==> config.mk <==
export PLATFORM = sky130hd
export DESIGN_NAME = rc_pulse_led_controller_unit_flat
export DESIGN_NICKNAME = d
export VERILOG_FILES = /design/src/rcpl_pkg.sv /design/src/rcpl_pulse_if.sv /design/src/rcpl_led_if.sv /design/src/rcpl_chan_timer.sv /design/src/rc_pulse_led_controller_unit.sv /design/src/flat_wrapper.sv
export SDC_FILE = /design/constraint.sdc
export NUM_CORES = 1
export LEC_CHECK = 0
export BUFFER_PORTS_ARGS = -buffer_cell sky130_fd_sc_hd__buf_2
export CORE_MARGIN = 2
export CORE_UTILIZATION = 55
export DETAILED_ROUTE_END_ITERATION = 16
export PLACE_DENSITY = 0.85
export SETUP_SLACK_MARGIN = 0.2
export SKIP_CTS_REPAIR_TIMING = 1
export SLEW_MARGIN = 20
export SYNTH_ARGS = -nofsm -noshare
export SYNTH_HDL_FRONTEND = slang
export SYNTH_SLANG_ARGS = --single-unit
==> constraint.sdc <==
create_clock -name clk -period 8.45 [get_ports clk]
set_input_delay 1.69 -clock clk [delete_from_list [all_inputs] [get_ports clk]]
set_output_delay 1.69 -clock clk [all_outputs]
set_load 0.1 [all_outputs]
==> src/rcpl_pkg.sv <==
`timescale 1ns / 1ps
// rcpl_pkg: shared constants for the rc pulse led controller
// register map, reset values, colour codes and throttle mapping constants
// no dependencies
package rcpl_pkg;

    localparam int unsigned CFG_W      = 16;
    localparam int unsigned APB_DATA_W = 32;
    localparam int unsigned APB_ADDR_W = 4;
    localparam int unsigned REG_IDX_W  = 2;
    localparam int unsigned DIM_W      = 8;
    localparam int unsigned COLOUR_W   = 3;

    typedef logic [REG_IDX_W-1:0] reg_idx_t;
    typedef logic [COLOUR_W-1:0]  colour_t;

    localparam reg_idx_t REG_SWITCH_ON_ABOVE = 2'd0;
    localparam reg_idx_t REG_RED_BELOW       = 2'd1;
    localparam reg_idx_t REG_BLUE_ABOVE      = 2'd2;
    localparam reg_idx_t REG_DIM_DEADBAND    = 2'd3;

    localparam logic [CFG_W-1:0] RST_SWITCH_ON_ABOVE = 16'd1500;
    localparam logic [CFG_W-1:0] RST_RED_BELOW       = 16'd1200;
    localparam logic [CFG_W-1:0] RST_BLUE_ABOVE      = 16'd1800;
    localparam logic [CFG_W-1:0] RST_DIM_DEADBAND    = 16'd10;

    localparam colour_t COLOUR_OFF   = 3'b000;
    localparam colour_t COLOUR_RED   = 3'b001;
    localparam colour_t COLOUR_GREEN = 3'b010;
    localparam colour_t COLOUR_BLUE  = 3'b100;

    // throttle mapping: dim = 255 - floor(d * 255 / 1000), d = w - 1000 in 1..999
    localparam int unsigned THR_LOW   = 1000;
    localparam int unsigned THR_HIGH  = 2000;
    localparam int unsigned THR_SPAN_W = 10;
    localparam int unsigned THR_RECIP_SHIFT = 18;
    localparam logic [16:0] THR_RECIP = 17'd66847;
    localparam logic [DIM_W-1:0] DIM_FULL = 8'd255;
    localparam logic [DIM_W-1:0] DIM_OFF  = 8'd0;

    localparam int unsigned THR_WIDTH_RESET = 1500;
    localparam int unsigned SW_WIDTH_RESET  = 1000;
    localparam int unsigned COL_WIDTH_RESET = 1000;

endpackage

==> src/rcpl_pulse_if.sv <==
`timescale 1ns / 1ps
// rcpl_pulse_if: input channel, one tick of three receiver pin levels
// valid/ready handshake, no dependencies
interface rcpl_pulse_if;
    logic valid;
    logic ready;
    logic throttle_level;
    logic switch_level;
    logic colour_level;

    modport source (output valid, input ready, output throttle_level, output switch_level,
                    output colour_level);
    modport sink (input valid, output ready, input throttle_level, input switch_level,
                  input colour_level);
endinterface

==> src/rcpl_led_if.sv <==
`timescale 1ns / 1ps
// rcpl_led_if: output channel, led drive state after one tick
// valid/ready handshake, no dependencies
interface rcpl_led_if;
    logic       valid;
    logic       ready;
    logic       enable_led;
    logic [7:0] dim_level;
    logic       red_on;
    logic       green_on;
    logic       blue_on;

    modport source (output valid, input ready, output enable_led, output dim_level,
                    output red_on, output green_on, output blue_on);
    modport sink (input valid, output ready, input enable_led, input dim_level,
                  input red_on, input green_on, input blue_on);
endinterface

==> src/rcpl_chan_timer.sv <==
`timescale 1ns / 1ps
// rcpl_chan_timer: high pulse timer for one receiver channel
// saturating counter, captured width and pending flag; no package use
module rcpl_chan_timer #(
    parameter int unsigned TIME_BITS   = 16,
    parameter int unsigned RESET_WIDTH = 1000
) (
    input  logic                 clk,
    input  logic                 rst_n,
    input  logic                 step,
    input  logic                 level,
    input  logic                 consume,
    output logic                 pending,
    output logic [TIME_BITS-1:0] width
);

    logic                 last_level_reg;
    logic                 last_level_next;
    logic                 measuring_reg;
    logic                 measuring_next;
    logic [TIME_BITS-1:0] count_reg;
    logic [TIME_BITS-1:0] count_next;
    logic [TIME_BITS-1:0] count_inc;
    logic [TIME_BITS-1:0] captured_reg;
    logic [TIME_BITS-1:0] captured_next;
    logic                 pending_reg;
    logic                 pending_next;
    logic                 capture;

    assign count_inc = (count_reg == {TIME_BITS{1'b1}}) ? count_reg : count_reg + 1'b1;

    always_comb
    begin
        measuring_next  = measuring_reg;
        count_next      = count_reg;
        capture         = 1'b0;
        last_level_next = level;
        if (level && !last_level_reg)
        begin
            measuring_next = 1'b1;
            count_next     = '0;
        end
        else if (measuring_reg)
        begin
            count_next = count_inc;
            if (!level && last_level_reg && !pending_reg)
            begin
                capture        = 1'b1;
                measuring_next = 1'b0;
            end
        end
    end

    assign pending       = pending_reg | capture;
    assign width         = capture ? count_inc : captured_reg;
    assign captured_next = width;
    assign pending_next  = pending & ~consume;

    always_ff @(posedge clk or negedge rst_n)
    begin
        if (!rst_n)
        begin
            last_level_reg <= 1'b1;
            measuring_reg  <= 1'b0;
            count_reg      <= '0;
            captured_reg   <= TIME_BITS'(RESET_WIDTH);
            pending_reg    <= 1'b0;
        end
        else if (step)
        begin
            last_level_reg <= last_level_next;
            measuring_reg  <= measuring_next;
            count_reg      <= count_next;
            captured_reg   <= captured_next;
            pending_reg    <= pending_next;
        end
    end

endmodule

==> src/rc_pulse_led_controller_unit.sv <==
`timescale 1ns / 1ps
// rc_pulse_led_controller_unit: rc receiver pulse decoder driving leds
// uses rcpl_pkg, rcpl_pulse_if, rcpl_led_if and rcpl_chan_timer
//
// channel   dir  protocol    payload
// pulse_in  in   valid/ready throttle_level, switch_level, colour_level
// led_out   out  valid/ready enable_led, dim_level[7:0], red_on, green_on, blue_on
// apb       in   apb write   4 x 16-bit registers at byte address 4*i
//
// one transfer per cycle sustained while led_out is ready; an input transfer reaches the result
// through the input register, then one pass of decode logic into the led state and result register
// the led state registers are the result register, so they hold while led_out stalls
// a stalled led_out backs up into the input register and then drops pulse_in.ready
// rst_n is asynchronous, active low; no clearing pass after reset
module rc_pulse_led_controller_unit #(
    parameter int unsigned TIME_BITS = 16
) (
    input  logic                            clk,
    input  logic                            rst_n,
    input  logic                            psel,
    input  logic                            penable,
    input  logic                            pwrite,
    input  logic [rcpl_pkg::APB_ADDR_W-1:0] paddr,
    input  logic [rcpl_pkg::APB_DATA_W-1:0] pwdata,
    output logic [rcpl_pkg::APB_DATA_W-1:0] prdata,
    output logic                            pready,
    rcpl_pulse_if.sink                      pulse_in,
    rcpl_led_if.source                      led_out
);

    localparam int unsigned CMP_W = (TIME_BITS > rcpl_pkg::CFG_W) ? TIME_BITS : rcpl_pkg::CFG_W;

    // configuration registers
    logic [rcpl_pkg::CFG_W-1:0] switch_on_above_reg;
    logic [rcpl_pkg::CFG_W-1:0] red_below_reg;
    logic [rcpl_pkg::CFG_W-1:0] blue_above_reg;
    logic [rcpl_pkg::CFG_W-1:0] dim_deadband_reg;
    logic                       cfg_write;
    rcpl_pkg::reg_idx_t         cfg_idx;

    assign pready    = 1'b1;
    assign cfg_write = psel & penable & pwrite;
    assign cfg_idx   = paddr[rcpl_pkg::APB_ADDR_W-1:2];

    always_ff @(posedge clk or negedge rst_n)
    begin
        if (!rst_n)
        begin
            switch_on_above_reg <= rcpl_pkg::RST_SWITCH_ON_ABOVE;
            red_below_reg       <= rcpl_pkg::RST_RED_BELOW;
            blue_above_reg      <= rcpl_pkg::RST_BLUE_ABOVE;
            dim_deadband_reg    <= rcpl_pkg::RST_DIM_DEADBAND;
        end
        else if (cfg_write)
        begin
            case (cfg_idx)
                rcpl_pkg::REG_SWITCH_ON_ABOVE: switch_on_above_reg <= pwdata[rcpl_pkg::CFG_W-1:0];
                rcpl_pkg::REG_RED_BELOW:       red_below_reg       <= pwdata[rcpl_pkg::CFG_W-1:0];
                rcpl_pkg::REG_BLUE_ABOVE:      blue_above_reg      <= pwdata[rcpl_pkg::CFG_W-1:0];
                rcpl_pkg::REG_DIM_DEADBAND:    dim_deadband_reg    <= pwdata[rcpl_pkg::CFG_W-1:0];
                default: ;
            endcase
        end
    end

    always_comb
    begin
        case (cfg_idx)
            rcpl_pkg::REG_SWITCH_ON_ABOVE: prdata = rcpl_pkg::APB_DATA_W'(switch_on_above_reg);
            rcpl_pkg::REG_RED_BELOW:       prdata = rcpl_pkg::APB_DATA_W'(red_below_reg);
            rcpl_pkg::REG_BLUE_ABOVE:      prdata = rcpl_pkg::APB_DATA_W'(blue_above_reg);
            rcpl_pkg::REG_DIM_DEADBAND:    prdata = rcpl_pkg::APB_DATA_W'(dim_deadband_reg);
            default:                       prdata = '0;
        endcase
    end

    // input register and result handshake
    logic s1_valid_reg;
    logic s1_thr_reg;
    logic s1_sw_reg;
    logic s1_col_reg;
    logic out_valid_reg;
    logic s2_free;
    logic step;
    logic in_xfer;

    assign s2_free         = ~out_valid_reg | led_out.ready;
    assign step            = s1_valid_reg & s2_free;
    assign pulse_in.ready  = ~s1_valid_reg | s2_free;
    assign in_xfer         = pulse_in.valid & pulse_in.ready;

    always_ff @(posedge clk or negedge rst_n)
    begin
        if (!rst_n)
        begin
            s1_valid_reg  <= 1'b0;
            out_valid_reg <= 1'b0;
        end
        else
        begin
            if (pulse_in.ready)
            begin
                s1_valid_reg <= pulse_in.valid;
            end
            if (s2_free)
            begin
                out_valid_reg <= s1_valid_reg;
            end
        end
    end

    always_ff @(posedge clk)
    begin
        if (in_xfer)
        begin
            s1_thr_reg <= pulse_in.throttle_level;
            s1_sw_reg  <= pulse_in.switch_level;
            s1_col_reg <= pulse_in.colour_level;
        end
    end

    // channel timers
    logic                 thr_pending;
    logic                 sw_pending;
    logic                 col_pending;
    logic [TIME_BITS-1:0] thr_width;
    logic [TIME_BITS-1:0] sw_width;
    logic [TIME_BITS-1:0] col_width;
    logic                 thr_consume;
    logic                 col_consume;

    rcpl_chan_timer #(
        .TIME_BITS   (TIME_BITS),
        .RESET_WIDTH (rcpl_pkg::THR_WIDTH_RESET)
    ) u_thr_timer (
        .clk     (clk),
        .rst_n   (rst_n),
        .step    (step),
        .level   (s1_thr_reg),
        .consume (thr_consume),
        .pending (thr_pending),
        .width   (thr_width)
    );

    rcpl_chan_timer #(
        .TIME_BITS   (TIME_BITS),
        .RESET_WIDTH (rcpl_pkg::SW_WIDTH_RESET)
    ) u_sw_timer (
        .clk     (clk),
        .rst_n   (rst_n),
        .step    (step),
        .level   (s1_sw_reg),
        .consume (sw_pending),
        .pending (sw_pending),
        .width   (sw_width)
    );

    rcpl_chan_timer #(
        .TIME_BITS   (TIME_BITS),
        .RESET_WIDTH (rcpl_pkg::COL_WIDTH_RESET)
    ) u_col_timer (
        .clk     (clk),
        .rst_n   (rst_n),
        .step    (step),
        .level   (s1_col_reg),
        .consume (col_consume),
        .pending (col_pending),
        .width   (col_width)
    );

    // led state, which is also the result register
    logic                       leds_enabled_reg;
    logic                       leds_enabled_next;
    logic                       sw_enable;
    logic [TIME_BITS-1:0]       applied_width_reg;
    logic [TIME_BITS-1:0]       applied_width_next;
    logic [rcpl_pkg::DIM_W-1:0] dim_reg;
    logic [rcpl_pkg::DIM_W-1:0] dim_next;
    rcpl_pkg::colour_t          colour_reg;
    rcpl_pkg::colour_t          colour_next;

    // throttle width to dim level
    logic [TIME_BITS-1:0]                  thr_delta;
    logic [TIME_BITS-1:0]                  thr_dist;
    logic [rcpl_pkg::THR_SPAN_W+16:0]      thr_prod;
    logic [rcpl_pkg::DIM_W-1:0]            thr_quot;
    logic [rcpl_pkg::DIM_W-1:0]            thr_dim;
    logic                                  thr_move;

    assign thr_delta = thr_width - TIME_BITS'(rcpl_pkg::THR_LOW);
    assign thr_prod  = thr_delta[rcpl_pkg::THR_SPAN_W-1:0] * rcpl_pkg::THR_RECIP;
    assign thr_quot  = thr_prod[rcpl_pkg::THR_RECIP_SHIFT +: rcpl_pkg::DIM_W];

    always_comb
    begin
        if (thr_width <= TIME_BITS'(rcpl_pkg::THR_LOW))
        begin
            thr_dim = rcpl_pkg::DIM_FULL;
        end
        else if (thr_width >= TIME_BITS'(rcpl_pkg::THR_HIGH))
        begin
            thr_dim = rcpl_pkg::DIM_OFF;
        end
        else
        begin
            thr_dim = rcpl_pkg::DIM_FULL - thr_quot;
        end
    end

    assign thr_dist = (thr_width > applied_width_reg) ? thr_width - applied_width_reg
                                                      : applied_width_reg - thr_width;
    assign thr_move = CMP_W'(thr_dist) > CMP_W'(dim_deadband_reg);

    assign sw_enable         = CMP_W'(sw_width) > CMP_W'(switch_on_above_reg);
    assign leds_enabled_next = sw_pending ? sw_enable : leds_enabled_reg;

    always_comb
    begin
        applied_width_next = applied_width_reg;
        dim_next           = dim_reg;
        colour_next        = colour_reg;
        if (sw_pending && !sw_enable)
        begin
            dim_next    = rcpl_pkg::DIM_OFF;
            colour_next = rcpl_pkg::COLOUR_OFF;
        end
        if (col_consume)
        begin
            if (CMP_W'(col_width) < CMP_W'(red_below_reg))
            begin
                colour_next = rcpl_pkg::COLOUR_RED;
            end
            else if (CMP_W'(col_width) > CMP_W'(blue_above_reg))
            begin
                colour_next = rcpl_pkg::COLOUR_BLUE;
            end
            else
            begin
                colour_next = rcpl_pkg::COLOUR_GREEN;
            end
        end
        if (thr_consume && thr_move)
        begin
            dim_next           = thr_dim;
            applied_width_next = thr_width;
        end
    end

    assign col_consume = leds_enabled_next & col_pending;
    assign thr_consume = leds_enabled_next & thr_pending;

    always_ff @(posedge clk or negedge rst_n)
    begin
        if (!rst_n)
        begin
            leds_enabled_reg  <= 1'b0;
            applied_width_reg <= TIME_BITS'(rcpl_pkg::THR_WIDTH_RESET);
            dim_reg           <= rcpl_pkg::DIM_OFF;
            colour_reg        <= rcpl_pkg::COLOUR_OFF;
        end
        else if (step)
        begin
            leds_enabled_reg  <= leds_enabled_next;
            applied_width_reg <= applied_width_next;
            dim_reg           <= dim_next;
            colour_reg        <= colour_next;
        end
    end

    assign led_out.valid      = out_valid_reg;
    assign led_out.enable_led = leds_enabled_reg;
    assign led_out.dim_level  = dim_reg;
    assign led_out.red_on     = colour_reg[0];
    assign led_out.green_on   = colour_reg[1];
    assign led_out.blue_on    = colour_reg[2];

`ifndef SYNTHESIS
    a_colour_onehot: assert property (@(posedge clk) disable iff (!rst_n)
        $onehot0(colour_reg))
        else $error("more than one colour driven");

    a_dark_when_off: assert property (@(posedge clk) disable iff (!rst_n)
        !leds_enabled_reg |-> (colour_reg == rcpl_pkg::COLOUR_OFF && dim_reg == rcpl_pkg::DIM_OFF))
        else $error("leds lit while disabled");

    a_state_holds_on_stall: assert property (@(posedge clk) disable iff (!rst_n)
        out_valid_reg && !led_out.ready |=> $stable(dim_reg) && $stable(colour_reg)
            && $stable(leds_enabled_reg))
        else $error("led state changed while result stalled");

    a_step_gives_result: assert property (@(posedge clk) disable iff (!rst_n)
        step |=> out_valid_reg)
        else $error("processed tick produced no result");

    a_input_kept_on_stall: assert property (@(posedge clk) disable iff (!rst_n)
        s1_valid_reg && !s2_free |=> s1_valid_reg)
        else $error("buffered tick lost while stalled");
`endif

endmodule

==> src/flat_wrapper.sv <==
// flat-port wrapper written by rule: the top's interface ports become plain ports
module rc_pulse_led_controller_unit_flat 
#(
    parameter int unsigned TIME_BITS = 16
)
  (clk, rst_n, psel, penable, pwrite, paddr, pwdata, prdata, pready, pulse_in_valid, pulse_in_ready, pulse_in_throttle_level, pulse_in_switch_level, pulse_in_colour_level, led_out_valid, led_out_ready, led_out_enable_led, led_out_dim_level, led_out_red_on, led_out_green_on, led_out_blue_on);
  rcpl_pulse_if pulse_in_i ();
  rcpl_led_if led_out_i ();
  input  logic clk;
  input  logic rst_n;
  input  logic psel;
  input  logic penable;
  input  logic pwrite;
  input  logic [rcpl_pkg::APB_ADDR_W-1:0] paddr;
  input  logic [rcpl_pkg::APB_DATA_W-1:0] pwdata;
  output logic [rcpl_pkg::APB_DATA_W-1:0] prdata;
  output logic pready;
  input wire logic [$bits(pulse_in_i.valid)-1:0] pulse_in_valid;
  output wire logic [$bits(pulse_in_i.ready)-1:0] pulse_in_ready;
  input wire logic [$bits(pulse_in_i.throttle_level)-1:0] pulse_in_throttle_level;
  input wire logic [$bits(pulse_in_i.switch_level)-1:0] pulse_in_switch_level;
  input wire logic [$bits(pulse_in_i.colour_level)-1:0] pulse_in_colour_level;
  output wire logic [$bits(led_out_i.valid)-1:0] led_out_valid;
  input wire logic [$bits(led_out_i.ready)-1:0] led_out_ready;
  output wire logic [$bits(led_out_i.enable_led)-1:0] led_out_enable_led;
  output wire logic [$bits(led_out_i.dim_level)-1:0] led_out_dim_level;
  output wire logic [$bits(led_out_i.red_on)-1:0] led_out_red_on;
  output wire logic [$bits(led_out_i.green_on)-1:0] led_out_green_on;
  output wire logic [$bits(led_out_i.blue_on)-1:0] led_out_blue_on;
  assign pulse_in_i.valid = pulse_in_valid;
  assign pulse_in_ready = pulse_in_i.ready;
  assign pulse_in_i.throttle_level = pulse_in_throttle_level;
  assign pulse_in_i.switch_level = pulse_in_switch_level;
  assign pulse_in_i.colour_level = pulse_in_colour_level;
  assign led_out_valid = led_out_i.valid;
  assign led_out_i.ready = led_out_ready;
  assign led_out_enable_led = led_out_i.enable_led;
  assign led_out_dim_level = led_out_i.dim_level;
  assign led_out_red_on = led_out_i.red_on;
  assign led_out_green_on = led_out_i.green_on;
  assign led_out_blue_on = led_out_i.blue_on;
  rc_pulse_led_controller_unit #(.TIME_BITS(TIME_BITS)) u_core (.clk(clk), .rst_n(rst_n), .psel(psel), .penable(penable), .pwrite(pwrite), .paddr(paddr), .pwdata(pwdata), .prdata(prdata), .pready(pready), .pulse_in(pulse_in_i), .led_out(led_out_i));
endmodule
==> out/metrics.yaml <==
status: "complete, no violations"
area_growth_pct: 9.51
path_max_fanout: 9
pin_count: 93
min_to: "u_core.u_thr_timer.captured_reg[7]"
wl_mm: 38.2
fill_cells: 2171
hold_class: "reg -> reg"
dp.cells: 2112
syn_area_mm2: 0.0156
finalNonFillerCells: 2159
avgSynthCellArea_um2: 8.96
drv_cap: 0
fin_util_pct: 61.2
cp-start-kind: "flip-flop"
power.leakage_nw: 8.11
wl_per_cell_um: 17.7
p_per_area_mw_per_mm2: 180
synth-edff-count: 3
ys_types: 89
synthArstFlopShare_pct: 98.5
period_minus_slack_ps: 7840
ys_seq_area_share_pct: 32.8
core_area_mm2: 0.0279
rsz0062_at_grt: "false"
combPwrFrac_pct: 23.6
mostFrequentLayoutCells: "nand2_1, o21ai_0, ha_1"
place_ws_ps: 468
clkTransAtPathRegs_ps: 60
ant_nets: 0
cts_buffers: 24
worst_ep_arrival_time_ps: 8260
h-tree-depth: 1
grt_pass1_wl_mm: 62.5
finalClockSkew_ps: 29.9
cts_buffer_depth: 3
vdd_drop_max_mv: 0.151
rr_startpoint: "u_core.u_thr_timer.count_reg[0]"
p_switching_mw: 1.03
max_stage_delay_ps: 520
clockRootBuffer: "clkbuf_16"
first_pass_iters: 5
required_ps: 8870
intPower_mw: 2.04
fp.dieArea_mm2: 0.0297
tightest_slew_ps: 1080
max_slew_margin_pct: 27.6
r2r_cells: 27
setup_slack_ps: 608
hpwl_mm: 28.3
cpMaxStageDelayCell: "fa_1"
drt-initial-drc-count: 1047
hold_viol_final: 0
yosys_warnings: 0
pwr-share-seq_pct: 38.6
swShare_pct: 33.6
end_kind: "flip-flop"
start_util_pct: 55.9
gp_congestion: 0.900
timing.setup.tns_ps: 0
grt_util_all_layers_pct: 26.2
whs_ps: 470
ys.flop_type: "dfrtp_1"
antenna_found_initial: 1
pwr-share-clk_pct: 37.8
grt_start_max_net_pins: 117
critical_path_class: "reg -> reg"
die_h_um: 172
placementRows: 61
yosys.area.top_type: "dfrtp_1"
finalPower_mw: 3.07
place_area_mm2: 0.0161
clock_sinks: 201
slew_violations: 0
grt_pass1_vias: 12800
io_buffers: 57
reg2reg_to: "u_core.led_out.dim_level[3]"
worstHoldPathCells: 2
synthTopCellsByArea: "dfrtp_1, ha_1, dfstp_2"
vias: 12900
clk_latency_ps: 550
yosys_register_bits: 201
synth_cells: 1739
worstHoldStart: "u_core.u_thr_timer.captured_reg[7]"
setup_violations: 0
drive_gt1_share_pct: 14.1
postLayoutCellArea_mm2: 0.0171
yosysTopAreaCellShare_pct: 24.4
die_w_um: 172
crit_path_frequent_cell: "a21o_1"
fin_crit_sh_pct: 92.8
cts_tree: "done"
nets: 2007
ff2ff_setup_slack_ps: 610
vias_per_cell: 5.97
layout_commonest_cell: "nand2_1"
drc_errors: 0
fmax_mhz: 128
grt_overflow: 0
-- kinds of logic (layout without fill, tap and decap cells) --
group / count (synthesis) / count (layout) / synth area share (%)
multiplexers: 66 / 66 / 5.86
adder cells (fa/ha/maj): 200 / 200 / 17.2
buffers and inverters: 251 / 277 / 6.61
other: 2 / 18 / 0.0482
XOR/XNOR: 60 / 60 / 3.54
AND/OR/NAND/NOR: 503 / 503 / 15.6
flip-flops: 201 / 201 / 32.8
AO/OA/AOI/OAI: 456 / 456 / 18.4
-- routing by layer --
layer / vias to the layer above / routed length (um) / track usage (%)
met4: 2 / 1240 / 9.39
li1: 6133 / - / -
met3: 93 / 2190 / 3.96
met1: 6236 / 16700 / 34.4
met2: 435 / 18100 / 44.2
met5: - / 13 / 0
-- worst max-delay path by stage --
stage,startpoint,end,cells past startpoint
finish,u_core.u_thr_timer.count_reg[0],u_core.led_out.dim_level[3],27
global route,u_core.u_thr_timer.count_reg[0],u_core.led_out.dim_level[1],29
CTS,u_core.u_thr_timer.count_reg[0],u_core.led_out.dim_level[2],29
detailed placement,u_core.u_thr_timer.count_reg[0],u_core.led_out.dim_level[2],29
global placement,u_core.u_thr_timer.count_reg[5],u_core.led_out.dim_level[2],28
floorplan,u_core.u_thr_timer.count_reg[1],u_core.led_out.dim_level[2],30
-- worst max-delay path: cells and delay by family, from the launching register on --
| kind | cells | cell delay, ps |
|---|---|---|
| AOI/OAI and AO/OA | 10 | 2570 |
| buffers and inverters | 5 | 430 |
| adders and majority gates | 8 | 3260 |
| xor gates and xnor gates | 1 | 280 |
| and+or+nand+nor | 2 | 450 |
| muxes | 1 | 230 |
| DFF | 1 | 500 |
-- cell type report --
class                      instances  area [um2]  share of cell area (%)
clock inverter                     9         200                    1.17
tap                              378         473                    2.77
sequential                       201        5100                    29.9
multi-input combinational       1302        9550                    56.0
clock buffer                      35         692                    4.06
timing repair buffer              76         452                    2.65
antenna                            1        2.50                  0.0147
inverter                         157         589                    3.46
-- power by group through the flow --
stage | clock [mW] | sequential, mW | combinational, mW
4_1_cts | 1.17 | 1.18 | 0.717
3_3_place_gp | 0 | 1.19 | 0.684
3_5_place_dp | 0 | 1.20 | 0.708
6_report | 1.16 | 1.19 | 0.725
5_1_grt | 1.22 | 1.20 | 0.783
2_1_floorplan | 0 | 1.16 | 0.571
-- cell usage after synthesis (all sizes together) (5+ instances only) --
cell    number
a211oi       5
a21boi       5
a21o        50
a21oi       78
a221o        5
a31oi       17
and2        10
and3        18
and4         7
buf         31
clkbuf      63
dfrtp      152
dfstp       46
fa          23
ha         176
inv        157
mux2        38
mux2i       12
mux4        16
nand2      223
nand2b      15
nand3       31
nand3b       7
nand4       32
nor2        85
nor2b       18
nor3        19
nor3b        5
nor4        13
o211ai       8
o21a        19
o21ai      198
o21bai       6
o311ai       5
o31ai       19
o41ai        8
or2          8
or3          5
xnor2       42
xor2        18
Power figures use the tool's default switching activity.
